**src/rtl/ggc_divider.sv**
```systemverilog
// Restoring unsigned divider that retires one quotient bit per cycle.
// Used by the top level to scale each weighted sum. Depends on nothing.
module ggc_divider #(
    parameter int DW = 21,
    parameter int VW = 16
) (
    input  logic          clk,
    input  logic          rst_n,
    input  logic          start,
    input  logic [DW-1:0] dividend,
    input  logic [VW-1:0] divisor,
    output logic          done,
    output logic [DW-1:0] quotient
);

    localparam int CNT_W = $clog2(DW + 1);

    logic [VW:0]      rem_reg, rem_next;
    logic [DW-1:0]    quo_reg, quo_next;
    logic [VW-1:0]    dvs_reg, dvs_next;
    logic [CNT_W-1:0] cnt_reg, cnt_next;
    logic             busy_reg, busy_next;
    logic             done_reg, done_next;
    logic [VW:0]      trial;

    always_comb
    begin
        rem_next  = rem_reg;
        quo_next  = quo_reg;
        dvs_next  = dvs_reg;
        cnt_next  = cnt_reg;
        busy_next = busy_reg;
        done_next = 1'b0;
        trial     = {rem_reg[VW-1:0], quo_reg[DW-1]};
        if (start)
        begin
            rem_next  = '0;
            quo_next  = dividend;
            dvs_next  = divisor;
            cnt_next  = CNT_W'(DW);
            busy_next = 1'b1;
        end
        else if (busy_reg)
        begin
            if (trial >= {1'b0, dvs_reg})
            begin
                rem_next = trial - {1'b0, dvs_reg};
                quo_next = {quo_reg[DW-2:0], 1'b1};
            end
            else
            begin
                rem_next = trial;
                quo_next = {quo_reg[DW-2:0], 1'b0};
            end
            cnt_next = cnt_reg - 1'b1;
            if (cnt_reg == CNT_W'(1))
            begin
                busy_next = 1'b0;
                done_next = 1'b1;
            end
        end
    end

    always_ff @(posedge clk or negedge rst_n)
    begin
        if (!rst_n)
        begin
            busy_reg <= 1'b0;
            done_reg <= 1'b0;
            cnt_reg  <= '0;
        end
        else
        begin
            busy_reg <= busy_next;
            done_reg <= done_next;
            cnt_reg  <= cnt_next;
        end
    end

    always_ff @(posedge clk)
    begin
        rem_reg <= rem_next;
        quo_reg <= quo_next;
        dvs_reg <= dvs_next;
    end

    assign done     = done_reg;
    assign quotient = quo_reg;

endmodule

```
**config.mk**
```make
export PLATFORM = sky130hd
export DESIGN_NAME = ggc_divider
export DESIGN_NICKNAME = d
export VERILOG_FILES = /design/src/rtl/ggc_divider.sv
export SDC_FILE = /design/constraint.sdc
export NUM_CORES = 1
export LEC_CHECK = 0
export BUFFER_PORTS_ARGS = -buffer_cell sky130_fd_sc_hd__buf_2
export CORE_UTILIZATION = 50
export DETAILED_ROUTE_END_ITERATION = 12
export HOLD_SLACK_MARGIN = 0.08
export PLACE_DENSITY = 0.71
export SYNTH_ARGS = -nofsm -noshare
export SYNTH_HDL_FRONTEND = slang
export SYNTH_SLANG_ARGS = --single-unit
```
**constraint.sdc**
```tcl
create_clock -name clk -period 2.63 [get_ports clk]
set_input_delay 0.3945 -clock clk [delete_from_list [all_inputs] [get_ports clk]]
set_output_delay 0.3945 -clock clk [all_outputs]
set_load 0.05 [all_outputs]
```
==> results.sh <==
export IMPL_run_status="complete, no violations"
export IMPL_cp_startpoint="dvs_reg[1]$_DFFE_PP_"
export IMPL_pre_cts_slack_ns=0.211
export IMPL_area_growth_pct=17.6
export IMPL_worstMarginPinSlew_ns=0.936
export IMPL_fill_cells=515
export IMPL_p_clk_share_pct=32.9
export IMPL_drive_gt1_share_pct=29.9
export IMPL_ys_warn_count=0
export IMPL_routedWlPerCell_um=14.9
export IMPL_grt_pass1_vias=2239
export IMPL_cp_end_kind="flop"
export IMPL_worstPathArrival_ns=2.63
export IMPL_fp_dieW_um=82.1
export IMPL_r2r_cells=10
export IMPL_worstHoldPathType="input pin to flop"
export IMPL_worstReg2RegStart="dvs_reg[1]$_DFFE_PP_"
export IMPL_slew_headroom_pct=37.4
export IMPL_finalSetupViolations=0
export IMPL_hpwl_mm=4.56
export IMPL_drc=0
export IMPL_fmax_ghz=0.417
export IMPL_hp_start="divisor[12]"
export IMPL_synth_fp_nets=346
export IMPL_crit_fanout=23
export IMPL_dr_total_vias=2357
export IMPL_fin_ws_ns=0.230
export IMPL_grt_start_max_net_pins=51
export IMPL_start_util_pct=52.9
export IMPL_root_buffer="clkbuf_8"
export IMPL_regArea_um2=1610
export IMPL_antenna_left=0
export IMPL_hold_viol_final=0
export IMPL_crit_family="compound AO/OA/AOI/OAI gates"
export IMPL_slowest_stage="edfxtp_1"
export IMPL_final_setup_tns_ns=0
export IMPL_skew_ns=0.00757
export IMPL_nets=412
export IMPL_holdPathStages=1
export IMPL_drt_initial_drc_count=134
export IMPL_coreArea_um2=6060
export IMPL_h_tree_depth=3
export IMPL_synthCells=287
export IMPL_switching_power_uw=634
export IMPL_worstHoldEndpoint="dvs_reg[12]$_DFFE_PP_"
export IMPL_synthMostInstantiatedCell="edfxtp_1"
export IMPL_diodes=0
export IMPL_gr_usage_all_layers_pct=21.2
export IMPL_dieArea_um2=6740
export IMPL_ir_worst_vdd_v=0.000395
export IMPL_grt_pass1_wl_mm=10.2
export IMPL_min_period_ns=2.40
export IMPL_antenna_found_initial=0
export IMPL_multiInputGateArea_um2=1440
export IMPL_die_h_um=82.1
export IMPL_synth_common_cells="edfxtp_1, inv_1, mux2_2"
export IMPL_start_kind="flop"
export IMPL_clkTransAtPathRegs_ns=0.06
export IMPL_cts_buffers=9
export IMPL_cts_buffer_depth=2
export IMPL_power_frac_comb_pct=18.3
export IMPL_viasPerCell=5.44
export IMPL_ys_flop_type="edfxtp_1"
export IMPL_seq_area_frac_synth_pct=50.1
export IMPL_largest_reg_flops=21
export IMPL_synth_top_area_share_pct=34.7
export IMPL_cts_tree="built"
export IMPL_grt_overflow=0
export IMPL_worstPathRequired_ns=2.86
export IMPL_maxCapViolCount=0
export IMPL_port_buffers=61
export IMPL_synth_edff_count=37
export IMPL_cts_sinks=60
export IMPL_final_max_slew_viol_count=0
export IMPL_p_seq_share_pct=48.8
export IMPL_io_pins=62
export IMPL_p_int_uw=1640
export IMPL_critPathKind="flop to flop"
export IMPL_firstDrtPassIters=5
export IMPL_drt_wl_total_mm=6.44
export IMPL_path_buf_inv=2
export IMPL_synthesis_area_um2=3210
export IMPL_synth_top_cell_by_area="edfxtp_1"
export IMPL_rows=28
export IMPL_synthTopCellsByArea="edfxtp_1, dfxtp_1, ha_1"
export IMPL_gp_congestion=0.929
export IMPL_cts_setup_buffers=0
export IMPL_switching_share_pct=27.9
export IMPL_period_share_pct=91.3
export IMPL_ys_types=52
export IMPL_critPathMaxStageDelay_ns=0.41
export IMPL_rsz0062_at_grt="no"
export IMPL_ys_seq_elements=60
export IMPL_crit_chain="inv_1, ha_1, nor2b_1, o2111ai_1, a21oi_2, o21ai_1, a22o_1, buf_12, mux2i_1, a211oi_1"
export IMPL_syn_area_per_cell_um2=11.2
export IMPL_leakagePower_uw=0.00169
export IMPL_p_total_uw=2270
export IMPL_r2r_end="rem_reg[8]$_SDFFE_PP0P_"
export IMPL_postSynth_asyncResetShare_pct=11.7
export IMPL_utilization_pct=62.2
export IMPL_insertion_delay_ns=0.34
export IMPL_rrSetupSlack_ns=0.23
export IMPL_powerDensity_nw_per_um2=603
==> how the worst max path moves through the flow <==
| stage | endpoint | slack, ns | cells past startpoint |
|---|---|---|---|
| after floorplan | rem_reg[10]$_SDFFE_PP0P_ | 0.09 | 10 |
| after global placement | rem_reg[10]$_SDFFE_PP0P_ | 0.32 | 10 |
| after detailed placement | rem_reg[10]$_SDFFE_PP0P_ | 0.21 | 10 |
| after CTS | rem_reg[10]$_SDFFE_PP0P_ | 0.18 | 10 |
| after global routing | rem_reg[8]$_SDFFE_PP0P_ | 0.07 | 10 |
| final | rem_reg[8]$_SDFFE_PP0P_ | 0.23 | 10 |
==> cell type report <==
class,count,area share (%)
clock buffers,14,4.58
clock inverters,2,0.265
inverters,21,2.09
multi-input cells,194,38.3
flip-flops and latches,60,42.6
well taps,75,2.49
repair buffers,67,9.69
==> cell families after synthesis <==
logic type,share of synthesized area [%]
flip-flops,50.1
AND/OR/NAND/NOR,12.6
buffers and inverters,4.84
adder cells (fa/ha/maj),7.65
multiplexers,8.27
AO/OA/AOI/OAI,12.2
XOR/XNOR,4.37
==> through the flow <==
step                      hold slack (ns)  instances  area (um^2)
after global routing                0.209        433         3770
after detailed placement            0.236        416         3580
after global placement              0.233        416         3580
after floorplan                    0.0989        287         3210
final                               0.228        433         3770
after CTS                           0.209        433         3770
==> power groups by stage <==
stage          sequential [uW]  clock, uW  combinational, uW
6_report                  1110        747                416
4_1_cts                   1110        772                418
2_1_floorplan             1250          0                180
5_1_grt                   1120        824                452
3_3_place_gp              1120          0                409
3_5_place_dp              1130          0                413
==> cell usage in the layout, fill, tap and decap left out, types with 3 or more instances in the layout <==
| cell type | Yosys | routed |
|---|---|---|
| nor3_1 | 3 | 3 |
| buf_4 | 0 | 4 |
| dfxtp_1 | 16 | 16 |
| o21ai_1 | 7 | 8 |
| or3_1 | 5 | 5 |
| nand3_1 | 13 | 13 |
| o21ai_0 | 6 | 5 |
| nand2_1 | 18 | 18 |
| inv_1 | 21 | 21 |
| xor2_1 | 6 | 6 |
| a211oi_1 | 5 | 5 |
| clkbuf_8 | 0 | 12 |
| buf_2 | 0 | 61 |
| nor2_1 | 17 | 17 |
| dfrtp_1 | 7 | 7 |
| edfxtp_1 | 37 | 37 |
| xnor2_1 | 10 | 10 |
| a21oi_1 | 6 | 6 |
| mux2_2 | 20 | 20 |
| nand2b_1 | 10 | 10 |
| mux2i_1 | 4 | 4 |
| a21o_1 | 6 | 6 |
| a32oi_1 | 5 | 5 |
| a21oi_2 | 3 | 3 |
| ha_1 | 18 | 18 |
==> worst register-to-register path, cell delays in order, from the launching register on <==
cell	delay [ns]
edfxtp_1	0.41
inv_1	0.08
ha_1	0.23
nor2b_1	0.15
o2111ai_1	0.28
a21oi_2	0.11
o21ai_1	0.17
a22o_1	0.27
buf_12	0.20
mux2i_1	0.10
a211oi_1	0.30
==> per-layer routing <==
metal	global-route usage [%]	vias up	wire [um]
li1	-	1179	-
met1	27.2	1106	2940
met2	33.0	58	3100
met3	5.78	14	257
met4	10.2	0	141
met5	0	-	0
==> what timing repair did <==
| action | in CTS | in global routing |
|---|---|---|
| gates resized for setup | 0 | 1 |
| endpoints found under the hold margin | 7 | 0 |
| setup endpoints to repair | 0 | 1 |
| hold buffers | 1 | 0 |
(Power assumes the default switching activity.)
